==> config.mk <==
export PLATFORM = sky130hd
export DESIGN_NAME = cmf_front
export DESIGN_NICKNAME = d
export VERILOG_FILES = /design/src/hw/rtl/assert_macros.svh /design/src/hw/rtl/cmf_pkg.sv /design/src/hw/rtl/cmf_front.sv
export SDC_FILE = /design/constraint.sdc
export NUM_CORES = 1
export LEC_CHECK = 0
export ABC_CLOCK_PERIOD_IN_PS = 6100
export BUFFER_PORTS_ARGS = -buffer_cell sky130_fd_sc_hd__buf_2
export CAP_MARGIN = 10
export CORE_UTILIZATION = 43
export DETAILED_ROUTE_END_ITERATION = 8
export PLACE_DENSITY = 0.79
export REMOVE_ABC_BUFFERS = 1
export SETUP_SLACK_MARGIN = 0.2
export SLEW_MARGIN = 20
export SYNTH_ARGS = -nofsm -noshare
export SYNTH_HDL_FRONTEND = slang
export SYNTH_SLANG_ARGS = --single-unit
==> constraint.sdc <==
create_clock -name clk_i -period 6.1 [get_ports clk_i]
set_clock_uncertainty 0.15 [all_clocks]
set_input_delay 0.305 -clock clk_i [delete_from_list [all_inputs] [get_ports clk_i]]
set_output_delay 0.305 -clock clk_i [all_outputs]
set_load 0.1 [all_outputs]
==> src/hw/rtl/assert_macros.svh <==
// Assertion macros shared by the convolution filter RTL.
`ifndef ASSERT_MACROS_SVH
`define ASSERT_MACROS_SVH

// Property must hold on every rising clock edge out of reset.
`define CMF_ASSERT(lbl, prop) \
  lbl: assert property (@(posedge clk_i) disable iff (!rst_ni) (prop)) \
    else $error("assertion failed");

// Condition must never occur out of reset.
`define CMF_NEVER(lbl, cond) \
  lbl: assert property (@(posedge clk_i) disable iff (!rst_ni) !(cond)) \
    else $error("forbidden condition seen");

`endif

==> src/hw/rtl/cmf_pkg.sv <==
// Types, constants and helper functions of the convolution filter.
package cmf_pkg;

  localparam int unsigned MAX_WIDTH   = 2048;
  localparam int unsigned MAX_ORDER   = 8;
  localparam int unsigned ROW_BITS    = 16;
  localparam int unsigned COL_W       = $clog2(MAX_WIDTH);
  localparam int unsigned SLOT_W      = $clog2(MAX_ORDER);
  localparam int unsigned LINE_DEPTH  = MAX_WIDTH * MAX_ORDER;
  localparam int unsigned LINE_AW     = $clog2(LINE_DEPTH);
  localparam int unsigned WT_DEPTH    = 64;
  localparam int unsigned WT_AW       = $clog2(WT_DEPTH);
  localparam int unsigned ACC_W       = 34;
  localparam int unsigned CNT_W       = 4;
  localparam int unsigned QUEUE_DEPTH = 4;
  localparam int unsigned QUEUE_AW    = $clog2(QUEUE_DEPTH);

  // Register map indexes
  localparam logic [2:0] REG_FRAME_WIDTH = 3'd0;
  localparam logic [2:0] REG_KERNEL_COLS = 3'd1;
  localparam logic [2:0] REG_KERNEL_ROWS = 3'd2;
  localparam logic [2:0] REG_ANCHOR_COL  = 3'd3;
  localparam logic [2:0] REG_ANCHOR_ROW  = 3'd4;
  localparam logic [2:0] REG_DIV_RECIP   = 3'd5;
  localparam logic [2:0] REG_BIAS        = 3'd6;
  localparam logic [2:0] REG_KEEP_ALPHA  = 3'd7;

  typedef enum logic {
    OP_PIXEL  = 1'b0,
    OP_WEIGHT = 1'b1
  } op_e;

  typedef enum logic [3:0] {
    S_IDLE,
    S_EXEC,
    S_TAP,
    S_DRAIN,
    S_ALPHA,
    S_MUL_LO,
    S_MUL_HI,
    S_SUM,
    S_OUT
  } back_state_e;

  typedef struct packed {
    logic               operation;
    logic [31:0]        pixel_in;
    logic               start_of_frame;
    logic [5:0]         weight_index;
    logic signed [19:0] weight_value;
  } cmf_in_t;

  typedef struct packed {
    logic [31:0] pixel_out;
    logic [10:0] out_col;
    logic [15:0] out_row;
    logic        last;
  } cmf_out_t;

  typedef struct packed {
    logic [11:0]        frame_width;
    logic [3:0]         kernel_cols;
    logic [3:0]         kernel_rows;
    logic [2:0]         anchor_col;
    logic [2:0]         anchor_row;
    logic signed [24:0] divisor_reciprocal;
    logic signed [19:0] bias_offset;
    logic               keep_alpha;
  } cmf_cfg_t;

  // Command from the front end to the back end
  typedef struct packed {
    op_e                 op;
    logic [31:0]         pixel;
    logic [COL_W-1:0]    col;
    logic [SLOT_W-1:0]   slot;
    logic [COL_W-1:0]    first;
    logic [CNT_W-1:0]    count;
    logic [ROW_BITS-1:0] orow;
    logic [WT_AW-1:0]    widx;
    logic signed [19:0]  wval;
  } cmf_cmd_t;

  function automatic logic [COL_W:0] eff_width(logic [11:0] fw);
    logic [COL_W:0] res;
    if (fw == 12'd0) begin
      res = (COL_W+1)'(1);
    end else if (32'(fw) > MAX_WIDTH) begin
      res = (COL_W+1)'(MAX_WIDTH);
    end else begin
      res = (COL_W+1)'(fw);
    end
    return res;
  endfunction

  function automatic logic [3:0] eff_size(logic [3:0] k);
    logic [3:0] res;
    if (k == 4'd0) begin
      res = 4'd1;
    end else if (32'(k) > MAX_ORDER) begin
      res = 4'(MAX_ORDER);
    end else begin
      res = k;
    end
    return res;
  endfunction

  function automatic logic [2:0] eff_anchor(logic [2:0] a, logic [3:0] k);
    logic [2:0] res;
    if ({1'b0, a} < k) begin
      res = a;
    end else begin
      res = 3'(k - 4'd1);
    end
    return res;
  endfunction

endpackage

==> src/hw/rtl/cmf_front.sv <==
// Front end: takes input items, tracks row and column, plans output columns.
module cmf_front (
  input  logic              clk_i,
  input  logic              rst_ni,
  input  cmf_pkg::cmf_cfg_t cfg_i,
  input  logic              in_valid_i,
  output logic              in_ready_o,
  input  cmf_pkg::cmf_in_t  in_data_i,
  output logic              cmd_valid_o,
  input  logic              cmd_ready_i,
  output cmf_pkg::cmf_cmd_t cmd_o
);
  import cmf_pkg::*;

  logic [COL_W-1:0]    col_q, col_d;
  logic [ROW_BITS-1:0] row_q, row_d;
  logic [SLOT_W-1:0]   ring_q, ring_d;

  logic [COL_W:0]      w;
  logic [3:0]          kc, kr;
  logic [2:0]          ac, ar, d, dr;
  logic [COL_W-1:0]    col_cur, c, wm1, first;
  logic [ROW_BITS-1:0] row_cur;
  logic [SLOT_W-1:0]   ring_cur;
  logic                last_col, row_ok, is_pixel, xfer;
  logic [COL_W:0]      span;

  assign is_pixel    = (op_e'(in_data_i.operation) == OP_PIXEL);
  assign in_ready_o  = cmd_ready_i;
  assign cmd_valid_o = in_valid_i;
  assign xfer        = in_valid_i && cmd_ready_i;

  // Effective geometry
  always_comb begin
    w   = eff_width(cfg_i.frame_width);
    kc  = eff_size(cfg_i.kernel_cols);
    kr  = eff_size(cfg_i.kernel_rows);
    ac  = eff_anchor(cfg_i.anchor_col, kc);
    ar  = eff_anchor(cfg_i.anchor_row, kr);
    d   = 3'(kc - 4'd1 - {1'b0, ac});
    dr  = 3'(kr - 4'd1 - {1'b0, ar});
    wm1 = COL_W'(w - (COL_W+1)'(1));
  end

  // Position of this pixel and the output columns it completes
  always_comb begin
    col_cur  = in_data_i.start_of_frame ? '0 : col_q;
    row_cur  = in_data_i.start_of_frame ? '0 : row_q;
    ring_cur = in_data_i.start_of_frame ? '0 : ring_q;
    c        = ({1'b0, col_cur} >= w) ? wm1 : col_cur;
    last_col = (c == wm1);
    row_ok   = (row_cur >= ROW_BITS'(kr - 4'd1));
    first    = (c >= COL_W'(d)) ? c - COL_W'(d) : '0;
    span     = w - {1'b0, first};

    cmd_o       = '0;
    cmd_o.op    = op_e'(in_data_i.operation);
    cmd_o.pixel = in_data_i.pixel_in;
    cmd_o.col   = c;
    cmd_o.slot  = ring_cur;
    cmd_o.first = first;
    cmd_o.orow  = row_cur - ROW_BITS'(dr);
    cmd_o.widx  = in_data_i.weight_index;
    cmd_o.wval  = in_data_i.weight_value;
    if (!row_ok) begin
      cmd_o.count = '0;
    end else if (last_col) begin
      cmd_o.count = CNT_W'(span);
    end else if (c >= COL_W'(d)) begin
      cmd_o.count = CNT_W'(1);
    end else begin
      cmd_o.count = '0;
    end
  end

  // Counter update on a pixel transfer
  always_comb begin
    col_d  = col_q;
    row_d  = row_q;
    ring_d = ring_q;
    if (xfer && is_pixel) begin
      if (last_col) begin
        col_d  = '0;
        row_d  = row_cur + ROW_BITS'(1);
        ring_d = ring_cur + SLOT_W'(1);
      end else begin
        col_d  = c + COL_W'(1);
        row_d  = row_cur;
        ring_d = ring_cur;
      end
    end
  end

  always_ff @(posedge clk_i or negedge rst_ni) begin
    if (!rst_ni) begin
      col_q  <= '0;
      row_q  <= '0;
      ring_q <= '0;
    end else begin
      col_q  <= col_d;
      row_q  <= row_d;
      ring_q <= ring_d;
    end
  end

endmodule

### After elaboration in Yosys (flattened, before gate mapping)

Index checks and enable logic that the tools add are counted.

| word-level totals | value |
|---|---|
| flip-flop bits (word level) | 30 |
| latch bits | 0 |
| RAM bits | 0 |
| memory bits (read-only) | 0 |
| bits of input ports | 136 |
| output and inout bits | 106 |
| word-level logic and storage cells | 49 |
| memories kept | 0 |

| cells by class | value |
|---|---|
| add/subtract/negate cells | 12 |
| multipliers | 0 |
| div/mod/pow operators | 0 |
| order comparisons | 8 |
| equality and inequality tests | 1 |
| shift operators | 0 |
| multiplexer cells | 19 |
| bitwise operators | 1 |
| reduce and logical (&&, ||, !) cells | 5 |

Operator list:

| operator | number |
|---|---|
| $mux W11 | 4 |
| $mux W16 | 2 |
| $mux W12 | 2 |
| $mux W4 | 6 |
| $add A16 B1 Y16 const B | 1 |
| $ge A16 B16 Y1 | 1 |
| $sub A16 B3 Y16 | 1 |
| $ge A11 B12 Y1 | 1 |
| $gt A12 B12 Y1 const B | 1 |
| $logic_not A12 Y1 | 1 |
| $mux W3 | 4 |
| $add A11 B1 Y11 const B | 1 |
| $eq A11 B11 Y1 | 1 |
| $ge A11 B3 Y1 | 1 |
| $sub A11 B1 Y11 const B | 1 |
| $sub A11 B3 Y11 | 1 |
| $gt A4 B4 Y1 const B | 2 |
| $logic_not A4 Y1 | 2 |
| $lt A3 B4 Y1 | 2 |
| $sub A3 B1 Y3 const B | 2 |
| $sub A3 B3 Y3 | 2 |
| $sub A4 B1 Y5 const B | 1 |
| $sub A4 B4 Y4 | 1 |
| $add A3 B1 Y3 const B | 1 |
| other kinds (3) | 4 |

### Depth between registers and ports, before layout

| logic depth | value |
|---|---|
| depth after elaboration | 11 |
| mapped depth | 30 |
| mapped depth without buffers | 25 |

### Least setup slack after synthesis

Ideal clock, no wire load.

| path | value |
|---|---|
| kind | input to output |
| start point | input in_data_i[26] (netlist name) |
| end point | output cmd_o[44] (netlist name) |
| arrival time | 10,508 ps |
| required time | 5,645 ps |
| path slack | -4,863 ps |
| cell stages on the path | 27 |
| buffers on the path | 7 |
| path through | clkbuf_1 > clkbuf_1 > buf_1 > clkbuf_1 > nor2b_1 > ha_1 > a211oi_1 > o21ai_0 > a21oi_1 > o22ai_2 > buf_2 > clkbuf_1 > o21ai_0 > inv_1 > ha_1 > inv_1 > a21o_1 > a21o_1 > a211oi_4 > and3_1 > buf_6 > nor2_1 > ha_1 > inv_1 > fa_1 > xnor2_1 > nor3_1 |

RTL lines:

| item | line | source |
|---|---|---|
| start, declared | cmf_front.sv:8 | `input cmf_pkg::cmf_in_t in_data_i,` |
| end, declared | cmf_front.sv:11 | `output cmf_pkg::cmf_cmd_t cmd_o` |

==> impl_metrics.tcl <==
set metrics [dict create \
    grt_usage_pct 27.7 \
    crit_family "compound AO/OA/AOI/OAI gates" \
    finalSetupViolCount 0 \
    crit_buf_inv 4 \
    rsz0062_at_grt "false" \
    postRouteAntennaNets 0 \
    htree_levels 2 \
    viasPerCell 5.69 \
    die_h_um 108 \
    switchingPower_mw 1.93 \
    criticalPathCategory "in2out" \
    routedWlPerCell_um 21.2 \
    synthTopCellsByArea "dfrtp_1 15%, ha_1 12%, buf_4 9.6%" \
    hp-class "reg2reg" \
    drt_pass1_iterations 5 \
    drt-initial-drc-count 290 \
    yosysTopAreaCellShare_pct 15.4 \
    path_clk_slew_ns 0.05 \
    grt_pass1_vias 3918 \
    core_area_um2 10900 \
    ys_warn_count 0 \
    die_area_um2 11700 \
    slew_headroom_pct 47.1 \
    critPathMaxStageDelay_ns 0.40 \
    syn_area_per_cell_um2 7.97 \
    finalHoldViolations 0 \
    internal_power_mw 1.04 \
    grt_max_degree 36 \
    clock-sinks 30 \
    power_frac_clock_pct 9.4 \
    pre_cts_slack_ns 0.293 \
    place.gp.congestion 0.960 \
    place.port_buffers 79 \
    path_max_fanout 4 \
    yosysTopAreaCell "dfrtp_1" \
    power.share.sequential_pct 8.5 \
    fin_ws_ns 0.524 \
    area_delta_synth_final_pct 8.66 \
    tritoncts "done" \
    io_pins 242 \
    ctsRootBufferMaster "clkbuf_16" \
    cts_buffers 5 \
    synth_seq_cells 30 \
    p_comb_share_pct 82.1 \
    grt_pass1_wl_mm 23.9 \
    fin_crit_sh_pct 91.4 \
    cts_buffer_depth 2 \
    p_per_area_nw_per_um2 561 \
    ys.flop_type "dfrtp_1" \
    slowest_stage "fa_1" \
    fill_cells 1065 \
    syn_inst 611 \
    initial_utilization_pct 44.5 \
    drive_gt1_share_pct 21.5 \
    reg2regPathDepth 14 \
    fin_hold_ws_ns 0.325 \
    start_kind "input port" \
    arrival_ns 5.12 \
    antenna_found_initial 0 \
    period_minus_slack_ns 5.58 \
    min_path_cells 2 \
    p_leak_nw 2.53 \
    status "completed" \
    cpMostUsedCell "ha_1" \
    required_ns 5.64 \
    drc 0 \
    cp.depth 24 \
    die_x_um 108 \
    worstPathCellList "buf_2, nand2b_1, ha_1, o21a_1, o21a_1, o21bai_2, mux2_2, ha_1, inv_1, fa_1, inv_1, ha_1, a21o_1, a21o_2, a211oi_4, and3_4, nand2b_1, ha_1, a21o_1, a21o_1, xor2_1, nand3b_1, mux2i_2, buf_12" \
    drv_cap 0 \
    endpoint_kind "primary output" \
    worst_pin_slew_ns 0.794 \
    wl_mm 16.4 \
    n_antenna_cell 0 \
    final_nets 821 \
    ys_async_sr_fraction_pct 100 \
    synth-seq-area-share_pct 15.4 \
    peakVddDrop_mv 0.922 \
    netlist_area_um2 4870 \
    slew_viol_final 0 \
    insertion_delay_ns 0.28 \
    max_freq_mhz 179 \
    ys_types 78 \
    sw_frac_of_total_pct 65.0 \
    vias 4398 \
    grt-ovfl-total 0 \
    rows 38 \
    synth.most_common_cell "buf_4" \
    hpwl_mm 14.1 \
    synthTopCellsByCount "62 x buf_4, 50 x nand2_1, 48 x ha_1" \
    synth_edf_count 0 \
]
worst paths after layout:
path | from | endpoint | slack [ns]
worst max-delay path | cfg_i[59] | cmd_o[45] | 0.52
worst min-delay path | col_q[8] | col_q[8] | 0.33
worst max register to register | col_q[2] | col_q[10] | 2.44
worst min register to register | col_q[8] | col_q[8] | 0.33
max in group asynchronous | rst_ni | ring_q[0] | 4.91
min in group asynchronous | rst_ni | col_q[4] | 0.45
area by class of cell:
cell class                 count  area (um^2)  area share, %
tap                          140          175           3.31
timing repair buffer          96          603           11.4
sequential                    30          751           14.2
inverter                      33          124           2.34
multi-input combinational    466         3470           65.6
clock buffer                   5          125           2.37
clock inverter                 3         40.0          0.757
kinds of logic (layout without fill, tap and decap cells):
family | after synthesis | after routing | share of synthesized area, %
muxes | 20 | 20 | 4.32
buffers and inverters | 115 | 137 | 14.0
AOI/OAI and AO/OA | 102 | 102 | 15.0
xor gates and xnor gates | 57 | 57 | 10.5
other | 1 | 1 | 0.0770
and+or+nand+nor | 233 | 233 | 26.2
DFF | 30 | 30 | 15.4
adders and majority gates | 53 | 53 | 14.4
layer usage:
metal | up-vias | GRT usage (%) | wire [um]
met3 | 37 | 18.2 | 2840
met2 | 235 | 42.4 | 6920
met5 | - | 0 | 0
li1 | 2121 | - | -
met4 | 0 | 18.0 | 1200
met1 | 2005 | 27.7 | 5400
placed cells by master (no fill, tap or decap), types with 5 or more instances in the layout:
master	synthesis	routed
buf_2	3	73
nand2_1	50	50
ha_1	48	48
nor2_1	40	37
inv_1	30	30
xor2_1	30	30
dfrtp_1	30	30
xnor2_1	26	26
nor2b_1	27	25
nand3_1	21	21
nand2b_1	18	18
a21oi_1	19	18
buf_4	62	16
a21o_1	14	13
nor3_1	13	13
o21ai_0	14	13
mux2i_1	14	13
and3_1	14	13
o31ai_1	12	12
or3_1	7	7
o21a_1	5	5
mux2_2	5	5
nand4_1	5	5
fa_1	5	5
clkbuf_16	0	5
buf_12	0	5
power by group through the flow:
stage	Sequential (mW)	Clock (mW)	Combinational, mW
after detailed placement	0.255	0	2.39
after global placement	0.252	0	2.38
after floorplan	0.245	0	1.93
after global routing	0.255	0.294	2.56
after CTS	0.251	0.283	2.39
final	0.252	0.279	2.43
state kept, by name, summed over array words and instances (netlist names):
name    flops
col_q      11
ring_q      3
row_q      16
through the flow:
step | power [mW] | setup TNS, ns | area (um^2) | instances | utilization (%)
2_1_floorplan | 2.18 | -28.47 | 4310 | 529 | -
3_3_place_gp | 2.63 | 0 | 5070 | 763 | 46.3
3_5_place_dp | 2.64 | 0 | 5070 | 763 | 46.3
4_1_cts | 2.93 | 0 | 5240 | 772 | 47.9
5_1_grt | 3.11 | 0 | 5290 | 773 | 48.4
6_report | 2.97 | 0 | 5290 | 773 | 48.4
worst register-to-register path: cells and delay by family (launching register included):
kind            cells  cell delay, ns
fa+ha+maj           2            0.51
simple gates        3            0.75
xor+xnor            1            0.10
mux                 1            0.32
flops               1            0.36
compound gates      6            1.18
buf+inv             1            0.18
what timing repair did:
action                                  in CTS  in global routing
buffers inserted                             0                  1
endpoints found under the setup margin       0                  2
resized for setup                            0                 14
hold buffers                                 1                  0
hold endpoints to repair                    30                  0
Note: power is estimated with default switching activity, not from simulation.
