## src/hw/rtl/assert_macros.svh

```systemverilog
// Assertion macros shared by the convolution filter RTL.
`ifndef ASSERT_MACROS_SVH
`define ASSERT_MACROS_SVH

// Property must hold on every rising clock edge out of reset.
`define CMF_ASSERT(lbl, prop) \
  lbl: assert property (@(posedge clk_i) disable iff (!rst_ni) (prop)) \
    else $error("assertion failed");

// Condition must never occur out of reset.
`define CMF_NEVER(lbl, cond) \
  lbl: assert property (@(posedge clk_i) disable iff (!rst_ni) !(cond)) \
    else $error("forbidden condition seen");

`endif

```

## src/hw/rtl/cmf_pkg.sv

```systemverilog
// Types, constants and helper functions of the convolution filter.
package cmf_pkg;

  localparam int unsigned MAX_WIDTH   = 2048;
  localparam int unsigned MAX_ORDER   = 8;
  localparam int unsigned ROW_BITS    = 16;
  localparam int unsigned COL_W       = $clog2(MAX_WIDTH);
  localparam int unsigned SLOT_W      = $clog2(MAX_ORDER);
  localparam int unsigned LINE_DEPTH  = MAX_WIDTH * MAX_ORDER;
  localparam int unsigned LINE_AW     = $clog2(LINE_DEPTH);
  localparam int unsigned WT_DEPTH    = 64;
  localparam int unsigned WT_AW       = $clog2(WT_DEPTH);
  localparam int unsigned ACC_W       = 34;
  localparam int unsigned CNT_W       = 4;
  localparam int unsigned QUEUE_DEPTH = 4;
  localparam int unsigned QUEUE_AW    = $clog2(QUEUE_DEPTH);

  // Register map indexes
  localparam logic [2:0] REG_FRAME_WIDTH = 3'd0;
  localparam logic [2:0] REG_KERNEL_COLS = 3'd1;
  localparam logic [2:0] REG_KERNEL_ROWS = 3'd2;
  localparam logic [2:0] REG_ANCHOR_COL  = 3'd3;
  localparam logic [2:0] REG_ANCHOR_ROW  = 3'd4;
  localparam logic [2:0] REG_DIV_RECIP   = 3'd5;
  localparam logic [2:0] REG_BIAS        = 3'd6;
  localparam logic [2:0] REG_KEEP_ALPHA  = 3'd7;

  typedef enum logic {
    OP_PIXEL  = 1'b0,
    OP_WEIGHT = 1'b1
  } op_e;

  typedef enum logic [3:0] {
    S_IDLE,
    S_EXEC,
    S_TAP,
    S_DRAIN,
    S_ALPHA,
    S_MUL_LO,
    S_MUL_HI,
    S_SUM,
    S_OUT
  } back_state_e;

  typedef struct packed {
    logic               operation;
    logic [31:0]        pixel_in;
    logic               start_of_frame;
    logic [5:0]         weight_index;
    logic signed [19:0] weight_value;
  } cmf_in_t;

  typedef struct packed {
    logic [31:0] pixel_out;
    logic [10:0] out_col;
    logic [15:0] out_row;
    logic        last;
  } cmf_out_t;

  typedef struct packed {
    logic [11:0]        frame_width;
    logic [3:0]         kernel_cols;
    logic [3:0]         kernel_rows;
    logic [2:0]         anchor_col;
    logic [2:0]         anchor_row;
    logic signed [24:0] divisor_reciprocal;
    logic signed [19:0] bias_offset;
    logic               keep_alpha;
  } cmf_cfg_t;

  // Command from the front end to the back end
  typedef struct packed {
    op_e                 op;
    logic [31:0]         pixel;
    logic [COL_W-1:0]    col;
    logic [SLOT_W-1:0]   slot;
    logic [COL_W-1:0]    first;
    logic [CNT_W-1:0]    count;
    logic [ROW_BITS-1:0] orow;
    logic [WT_AW-1:0]    widx;
    logic signed [19:0]  wval;
  } cmf_cmd_t;

  function automatic logic [COL_W:0] eff_width(logic [11:0] fw);
    logic [COL_W:0] res;
    if (fw == 12'd0) begin
      res = (COL_W+1)'(1);
    end else if (32'(fw) > MAX_WIDTH) begin
      res = (COL_W+1)'(MAX_WIDTH);
    end else begin
      res = (COL_W+1)'(fw);
    end
    return res;
  endfunction

  function automatic logic [3:0] eff_size(logic [3:0] k);
    logic [3:0] res;
    if (k == 4'd0) begin
      res = 4'd1;
    end else if (32'(k) > MAX_ORDER) begin
      res = 4'(MAX_ORDER);
    end else begin
      res = k;
    end
    return res;
  endfunction

  function automatic logic [2:0] eff_anchor(logic [2:0] a, logic [3:0] k);
    logic [2:0] res;
    if ({1'b0, a} < k) begin
      res = a;
    end else begin
      res = 3'(k - 4'd1);
    end
    return res;
  endfunction

endpackage

```

## src/hw/rtl/cmf_fifo.sv

```systemverilog
// Short command queue between the front end and the back end.
`include "assert_macros.svh"
module cmf_fifo (
  input  logic              clk_i,
  input  logic              rst_ni,
  input  logic              push_valid_i,
  output logic              push_ready_o,
  input  cmf_pkg::cmf_cmd_t push_data_i,
  output logic              pop_valid_o,
  input  logic              pop_ready_i,
  output cmf_pkg::cmf_cmd_t pop_data_o
);
  import cmf_pkg::*;

  cmf_cmd_t             entry_q [QUEUE_DEPTH];
  logic [QUEUE_AW-1:0]  wr_ptr_q, wr_ptr_d, rd_ptr_q, rd_ptr_d;
  logic [QUEUE_AW:0]    count_q, count_d;
  logic                 push, pop;

  assign push_ready_o = (count_q != (QUEUE_AW+1)'(QUEUE_DEPTH));
  assign pop_valid_o  = (count_q != '0);
  assign pop_data_o   = entry_q[rd_ptr_q];
  assign push         = push_valid_i && push_ready_o;
  assign pop          = pop_valid_o && pop_ready_i;

  // Pointer and fill bookkeeping
  always_comb begin
    wr_ptr_d = push ? wr_ptr_q + QUEUE_AW'(1) : wr_ptr_q;
    rd_ptr_d = pop ? rd_ptr_q + QUEUE_AW'(1) : rd_ptr_q;
    count_d  = count_q;
    if (push && !pop) begin
      count_d = count_q + (QUEUE_AW+1)'(1);
    end else if (pop && !push) begin
      count_d = count_q - (QUEUE_AW+1)'(1);
    end
  end

  always_ff @(posedge clk_i or negedge rst_ni) begin
    if (!rst_ni) begin
      wr_ptr_q <= '0;
      rd_ptr_q <= '0;
      count_q  <= '0;
    end else begin
      wr_ptr_q <= wr_ptr_d;
      rd_ptr_q <= rd_ptr_d;
      count_q  <= count_d;
    end
  end

  always_ff @(posedge clk_i) begin
    if (push) begin
      entry_q[wr_ptr_q] <= push_data_i;
    end
  end

  `CMF_NEVER(fifo_overfill, count_q > (QUEUE_AW+1)'(QUEUE_DEPTH))
  `CMF_ASSERT(fifo_ptr_gap, (wr_ptr_q - rd_ptr_q) == QUEUE_AW'(count_q))
  `CMF_ASSERT(fifo_push_grows, push && !pop |=> count_q == $past(count_q) + 1'b1)

endmodule

```

## config.mk

```make
export PLATFORM = sky130hd
export DESIGN_NAME = cmf_fifo
export DESIGN_NICKNAME = d
export VERILOG_FILES = /design/src/hw/rtl/cmf_pkg.sv /design/src/hw/rtl/cmf_fifo.sv
export VERILOG_INCLUDE_DIRS = /design/src /design/src/hw/rtl
export SDC_FILE = /design/constraint.sdc
export NUM_CORES = 1
export LEC_CHECK = 0
export ABC_CLOCK_PERIOD_IN_PS = 3500
export BUFFER_PORTS_ARGS = -buffer_cell sky130_fd_sc_hd__buf_4
export CORE_MARGIN = 1
export CORE_UTILIZATION = 40
export CTS_BUF_LIST = sky130_fd_sc_hd__clkbuf_2 sky130_fd_sc_hd__clkbuf_4 sky130_fd_sc_hd__clkbuf_8
export DETAILED_ROUTE_END_ITERATION = 10
export PLACE_DENSITY_LB_ADDON = 0.12
export SYNTH_ARGS = -nofsm -noshare
export SYNTH_HDL_FRONTEND = slang
export SYNTH_SLANG_ARGS = --single-unit
```

## constraint.sdc

```tcl
create_clock -name clk_i -period 3.5 [get_ports clk_i]
set_input_delay 0.7 -clock clk_i [delete_from_list [all_inputs] [get_ports clk_i]]
set_output_delay 0.7 -clock clk_i [all_outputs]
set_load 0.01 [all_outputs]
```

# [Yosys cells after proc, flatten, opt, wreduce, memory -nomap -nowiden]
# Memories as Yosys holds them, arrays and structs flattened.
# Cells that the tools add are included.
[op_classes] add_sub_neg=4 n_eq_ne=1 muxes=4 reduce_logical=8
[op_table] op="$mux 3" count=2
[op_table] op="$add 2x1->2 const B" count=2
[op_table] op="$logic_and 1x1->1" count=4
[op_table] op="$add 3x1->3 const B" count=1
[op_table] op="$ne 3x3->1 const B" count=1
[op_table] op="$reduce_bool 3->1" count=1
[op_table] op="$sub 3x1->3 const B" count=1
[op_table] op="$logic_not 1->1" count=2
[op_table] op="$mux 1" count=2
[op_table] op="$reduce_bool 2->1" count=1
[totals] reg_bits=7 ramBits=416 input_bits=108 output_inout_bits=106 word_cells=21 mem_count=1
[mem_list] name="entry_q" depth=4 word_bits=104 read_ports=1 rd_ports_with_merged_regs=0 wr=1 line_no="cmf_fifo.sv:15" source="cmf_cmd_t entry_q [QUEUE_DEPTH];"

# [Longest topological paths before layout]
# Gate-level depths: netlist of the first run.
[logic_depth] word_depth=6 ltp_mapped=8 depth_no_buf=8

# [Worst setup path before layout of the first run]
# Ideal clock, no wire load.
[synth_timing] kind="input to register" startpoint="input push_valid_i" endpoint="memory entry_q[2][0] in the netlist's numbering, enable pin" setup_time_ns=0.475 arrival_ns=3.409 t_required_ns=3.025 setup_slack_ns=-0.383 path_stages=2 path_buffers=0 path_cell_list="a21boi_2 -> and2_1"
[synth_via] elab_chain_len=3
[synth_rtl] element="start, declared" line_no="cmf_fifo.sv:6" source="input logic push_valid_i,"
[synth_rtl] element="$logic_and 1x1->1" line_no="cmf_fifo.sv:23" source="assign push = push_valid_i && push_ready_o;"
[synth_rtl] element="$mux 1" line_no="cmf_fifo.sv:51" source="if (push) begin"
[synth_rtl] element="$mux 1 (implied by the code)" line_no="cmf_fifo.sv:52" source="entry_q[wr_ptr_q] <= push_data_i;"
[synth_rtl] element="end, declared" line_no="cmf_fifo.sv:15"
# No other way between the ends.

==> results of run 1 <==
-- critical path, stage by stage (launching register included) --
cell	delay, ps
dfrtp_4	670
buf_12	370
mux4_2	590
buf_4	160
-- worst paths after layout --
path / to / from / slack, ps
setup / recovery: pop_data_o[33] / rd_ptr_q[0]$_DFFE_PN0P_ / 340
hold / removal: entry_q[1][7]$_DFFE_PP_ / push_data_i[7] / 310
setup reg to reg: entry_q[2][27]$_DFFE_PP_ / count_q[0]$_DFFE_PN0P_ / 1230
hold reg to reg: count_q[2]$_DFFE_PN0P_ / count_q[2]$_DFFE_PN0P_ / 540
max in group asynchronous: rd_ptr_q[1]$_DFFE_PN0P_ / rst_ni / 2880
min in group asynchronous: count_q[1]$_DFFE_PN0P_ / rst_ni / 470
-- cell families (layout without fill, tap and decap cells) --
logic type	count (synthesis)	count (layout)
flops	423	423
mux	106	106
buf+inv	27	350
simple gates	10	10
fa+ha+maj	6	6
xor+xnor	6	6
compound gates	1	1
-- cells in the final DEF (no fill, tap or decap), drive strengths merged --
master       synthesis  routed
inv                  3       3
bufinv               0       2
a21boi               1       1
mux2                 2       2
clkinv               0      17
nand3                1       1
clkbuf               4     101
dfrtp                7       7
nor2                 2       2
and2                 4       4
buf                 20     226
fa                   1       1
dlygate4sd3          0       1
ha                   5       5
edfxtp             416     416
or3                  1       1
mux4               104     104
xor2                 2       2
xnor2                4       4
nand2                2       2
-- per-layer routing --
| metal | vias up | routed length (um) | part of all wire, % |
|---|---|---|---|
| met1 | 3609 | 12700 | 41 |
| met4 | 8 | 495 | 1.6 |
| met5 | - | 50 | 0.16 |
| met2 | 211 | 15200 | 49 |
| li1 | 3060 | - | - |
| met3 | 49 | 2530 | 8.2 |
-- cell usage after synthesis --
| cell type | number | share of area [%] |
|---|---|---|
| or3_1 | 1 | 0.041 |
| and2_1 | 4 | 0.16 |
| clkbuf_1 | 4 | 0.097 |
| nand3_1 | 1 | 0.032 |
| buf_12 | 1 | 0.13 |
| mux4_2 | 104 | 15 |
| nand2_1 | 2 | 0.049 |
| xor2_1 | 2 | 0.11 |
| mux2_2 | 2 | 0.15 |
| a21boi_2 | 1 | 0.073 |
| inv_1 | 3 | 0.073 |
| buf_2 | 13 | 0.42 |
| edfxtp_1 | 416 | 81 |
| nor2_1 | 2 | 0.049 |
| buf_4 | 1 | 0.049 |
| fa_1 | 1 | 0.13 |
| ha_1 | 5 | 0.41 |
| dfrtp_1 | 7 | 1.1 |
| xnor2_1 | 4 | 0.23 |
| buf_6 | 5 | 0.37 |
-- per-stage QoR --
stage	hold WS, ps	utilization (%)	cell area [sq um]	cells	setup slack [ps]
after global placement	508	47.0	17700	1292	882
after global routing	263	50.6	19100	1413	142
final	313	50.6	19100	1413	339
after floorplan	404	-	15400	579	763
after CTS	250	50.6	19100	1413	227
after detailed placement	526	47.0	17700	1292	877
-- sequential cells by signal, summed over array words and instances (netlist names) --
register	flops
rd_ptr_q	2
wr_ptr_q	2
entry_q	416
count_q	3
-- layout make-up --
class	count	area, sq um
multi-input cells	129	2570
well taps	511	639
clock inverters	19	129
clock buffers	101	1220
inverters	3	11.3
flip-flops and latches	423	12700
fillers	3047	18700
repair buffers	227	1840
-- power by group --
group / switching, mW / internal, mW
clock: 1.79 / 2.37
sequential: 0.373 / 6.70
combinational: 2.48 / 2.56
total: 4.64 / 11.6
==> run_results.csv, run 1 <==
group,metric,value,unit
setup_path,rr_worst_depth,4,
drt,via_count,6937,
global_routing,met1_usage,20.5,%
die,io_pins,214,
global_routing,use_met3,6.11,%
die,die_y,198,um
synthesis,yosys.area_share.xor_xnor,0.341,%
power_and_ir_drop,finalPower,16.3,mW
flow_run,maxCapViolCount,0,
sta,fin_worst_skew,10.5,ps
die,dieArea,39300,sq um
synthesis,yosys_register_bits,423,
setup_path,worstSetupStartpointType,"flop",
global_routing,grt_pass1_vias,7716,
die,initial_core_util,40.8,%
synthesis,syn-instance-count,579,
synthesis,synthSimpleGateAreaFrac,0.333,%
synthesis,synthAdderAreaFrac,0.536,%
synthesis,ys_warn_count,0,
global_routing,grt_pass1_wl,46.4,mm
placed_design,globalplace.congestion,0.737,
drt,vias_per_cell,4.91,
cts,cts_sinks,423,
final_layout,diodes,0,
setup_path,crit_fanout,45,
sta,setup_tns,0,ps
cts,clockRootBuffer,"clkbuf_8",
drt,drt_wl_total,31.0,mm
sta,finalSetupViolCount,0,
setup_path,criticalPathCategory,"reg -> out",
cts,htreeDepth,3,
global_routing,top_usage_layer,"met2",
cts,clock_path_buffers,3,
sta,period_needed,3160,ps
synthesis,postSynthAreaPerCell,26.6,sq um
drt,antenna_left,0,
synthesis,synth.area.mux_share,15.4,%
synthesis,synth-compound-area-share,0.0731,%
sta,post-route-period-util,90.3,%
cts,cts_inserted_buffers,71,
global_routing,antenna_found_initial,4,
setup_path,worstPathRequired,2800,ps
run_status,outcome,"completed",
placed_design,dp_hpwl,18.4,mm
sta,rsz0062_at_grt,"false",
final_layout,drive_gt1_share,49.4,%
sta,worst_slew_pin_slew,674,ps
global_routing,grt_util_met2,25.8,%
sta,fmax,316,MHz
worst_hold_path,hold_class,"in -> reg",
die,fp.dieW,198,um
drt,post_drt_wl_per_cell,21.9,um
global_routing,grt_max_degree,64,
setup_path,arrival,2460,ps
cts,cts_hold_buffers,1,
setup_path,critPathCaptureType,"output port",
power_and_ir_drop,irDropWorstVdd,443,uV
power_and_ir_drop,power_density,852,nW/um^2
cts,postCtsSetupRepairBufs,0,
global_routing,grt-ovfl-total,0,
sta,hold_violations,0,
sta,slew_headroom,55.1,%
cts,clk_latency,580,ps
synthesis,syn_area,15400,sq um
synthesis,synth_top_family_by_area,"multiplexers",
worst_hold_path,hold_depth,1,
drt,first_pass_iters,4,
cts,cts_tree,"yes",
global_routing,track_usage,16.4,%
cts,clk_pin_slew,60,ps
cts,cts.repair.resized,0,
power_and_ir_drop,power.static_leakage,6.52,nW
synthesis,ys_seq_area_share,82.2,%
synthesis,yosysUniqueCellTypes,20,
drt,drtIter0Drc,347,
final_layout,final_nets,969,
die,rows,71,
die,core,37800,sq um
sta,maxSlewViolCount,0,
synthesis,syn-num-nets,693,
drt,drc,0,
placed_design,portBuffers,213,
final_layout,area_growth_syn_to_layout,23.9,%
Note: power is estimated with default switching activity, not from simulation.
==> inputs of run 2 (changes only) <==
--- a/config.mk
+++ b/config.mk
@@ -6,7 +6,7 @@
 export SDC_FILE = /design/constraint.sdc
 export NUM_CORES = 1
 export LEC_CHECK = 0
-export ABC_CLOCK_PERIOD_IN_PS = 3500
+export ABC_CLOCK_PERIOD_IN_PS = 3350
 export BUFFER_PORTS_ARGS = -buffer_cell sky130_fd_sc_hd__buf_4
 export CORE_MARGIN = 1
 export CORE_UTILIZATION = 40
==> constraint.sdc (replaced) <==
create_clock -name clk_i -period 3.35 [get_ports clk_i]
set_input_delay 0.67 -clock clk_i [delete_from_list [all_inputs] [get_ports clk_i]]
set_output_delay 0.67 -clock clk_i [all_outputs]
set_load 0.01 [all_outputs]
==> run 2 against run 1 <==
Against the previous run:
- via count is 2.2% higher
- sequential power is 5.0% higher
- critical path type unchanged
- hold slack worse by 39 ps
- routed wire length is 3.2% higher
- clock skew is 6.6 ps higher
- non-clock buffer count is 6 higher
- core utilization is 0.13 points higher
==> run_results.csv, run 2 (synthesized netlist as in run 1, its figures left out) <==
group,metric,value,unit
final_layout,largest_registers,"entry_q (416), count_q (3)",
drt,first_pass_iters,4,
setup_path,worstPathRequired,2680,ps
placed_design,portBuffers,213,
sta,period_needed,3180,ps
placed_design,dpl-instance-area,17800,sq um
final_layout,largest_reg_flops,416,
final_layout,area_growth_syn_to_layout,24.3,%
sta,fmax,314,MHz
cts,htreeDepth,3,
power_and_ir_drop,power_switching,4.97,mW
drt,via_count,7093,
drt,post_drt_wl_per_cell,22.4,um
die,dieArea,39300,sq um
final_layout,final_common_cell,"edfxtp_1",
global_routing,track_usage,16.6,%
power_and_ir_drop,power_density,888,nW/um^2
cts,clk_latency,590,ps
sta,setup_tns,0,ps
die,fp.dieW,198,um
cts,cts_tree,"yes",
final_layout,most-common-layout-cells,"416 x edfxtp_1, 220 x buf_4, 104 x mux4_2",
sta,fin_worst_skew,17.1,ps
sta,maxSlewViolCount,0,
cts,clk_pin_slew,60,ps
setup_path,critPathCaptureType,"output port",
sta,slew_headroom,57.2,%
sta,post-route-period-util,94.9,%
setup_path,crit_fanout,28,
setup_path,worstSetupStartpointType,"flop",
sta,rsz0062_at_grt,"false",
die,rows,71,
final_layout,final_nets,976,
final_layout,drive_gt1_share,49.2,%
run_status,outcome,"completed",
cts,cts_sinks,423,
drt,vias_per_cell,4.96,
global_routing,grt_max_degree,40,
drt,drc,0,
placed_design,dp_hpwl,19.5,mm
drt,drtIter0Drc,371,
global_routing,grt_pass1_wl,47.2,mm
die,io_pins,214,
worst_hold_path,hold_class,"in -> reg",
final_layout,top_register,"entry_q",
power_and_ir_drop,p_int,12.0,mW
final_layout,finalInstanceArea,19100,sq um
power_and_ir_drop,seq_power_share,43.7,%
cts,clockRootBuffer,"clkbuf_8",
sta,worst_slew_pin_slew,641,ps
power_and_ir_drop,swShare,29.3,%
global_routing,grt_pass1_vias,7907,
setup_path,criticalPathCategory,"reg -> out",
global_routing,grt-ovfl-total,0,
sta,layout_setup_ws,170,ps
flow_run,maxCapViolCount,0,
die,initial_core_util,40.8,%
placed_design,globalplace.congestion,0.728,
power_and_ir_drop,power.static_leakage,6.54,nW
drt,drt_wl_total,32.0,mm
setup_path,arrival,2510,ps
power_and_ir_drop,pwr-share-comb,31.2,%
final_layout,instances_no_fill,1429,
placed_design,place_inst,1298,
global_routing,antenna_found_initial,1,
power_and_ir_drop,irDropWorstVdd,565,uV
drt,antenna_left,0,
final_layout,diodes,0,
cts,cts_inserted_buffers,72,
sta,hold_violations,0,
sta,finalSetupViolCount,0,
die,die_y,198,um
placed_design,preCtsSetupSlack,706,ps
die,core,37800,sq um
power_and_ir_drop,power_frac_clock,25.2,%
cts,clock_path_buffers,3,
## run 2: cell count changes in the layout (fill, tap and decap cells not counted), sizes merged
cell | before | now
bufinv | 2 | 0
clkinv | 17 | 30
clkbuf | 101 | 97
clkinvlp | 0 | 3
buf | 226 | 232
## run 2: layout make-up
class                      instances  area (sq um)
multi-input combinational        129          2570
inverter                           3          11.3
sequential                       423         12700
clock inverter                    33           144
clock buffer                      97          1200
fill                            3047         18600
timing repair buffer             233          1900
tap                              511           639
## run 2: worst paths after layout
| path | startpoint | to | slack [ps] | depth (start not counted) |
|---|---|---|---|---|
| max in group asynchronous | rst_ni | rd_ptr_q[0]$_DFFE_PN0P_ | 2780 | 2 |
| max reg2reg | count_q[0]$_DFFE_PN0P_ | entry_q[1][28]$_DFFE_PP_ | 1150 | 4 |
| min reg2reg | count_q[2]$_DFFE_PN0P_ | count_q[2]$_DFFE_PN0P_ | 560 | 1 |
| min | push_data_i[19] | entry_q[2][19]$_DFFE_PP_ | 270 | 1 |
| max | rd_ptr_q[0]$_DFFE_PN0P_ | pop_data_o[33] | 170 | 3 |
| min in group asynchronous | rst_ni | rd_ptr_q[1]$_DFFE_PN0P_ | 430 | 2 |
## run 2: routing by layer
| metal | wire length [um] | global-route usage, % | up-vias |
|---|---|---|---|
| met1 | 13100 | 20.6 | 3739 |
| li1 | - | - | 3079 |
| met3 | 2510 | 5.74 | 47 |
| met5 | 11 | 0 | - |
| met4 | 613 | 6.46 | 2 |
| met2 | 15700 | 26.8 | 226 |
## run 2: through the flow
step                utilization, %  total power, mW  hold slack (ps)
finish                        50.7             17.0              274
global route                  50.7             17.9              226
CTS                           50.7             17.3              208
detailed placement            47.1             13.0              488
global placement              47.1             12.9              486
floorplan                        -             10.4              374
## run 2: repair_timing
action | 4_1_cts | 5_1_grt
endpoints found under the setup margin | 0 | 0
hold buffers | 1 | 0
endpoints found under the hold margin | 7 | 0
setup buffers | 0 | 0
resized for setup | 0 | 0
## run 2: power groups by stage
| stage | Combinational [mW] | Clock (mW) | Sequential (mW) |
|---|---|---|---|
| final | 5.30 | 4.28 | 7.42 |
| after global routing | 5.68 | 4.65 | 7.52 |
| after CTS | 5.46 | 4.42 | 7.46 |
| after detailed placement | 5.43 | 0 | 7.56 |
| after global placement | 5.37 | 0 | 7.49 |
| after floorplan | 3.14 | 0 | 7.28 |
## run 2: critical path, stage by stage (launching register included)
cell     delay, ps
dfrtp_4        780
buf_12         330
mux4_2         580
buf_4          170
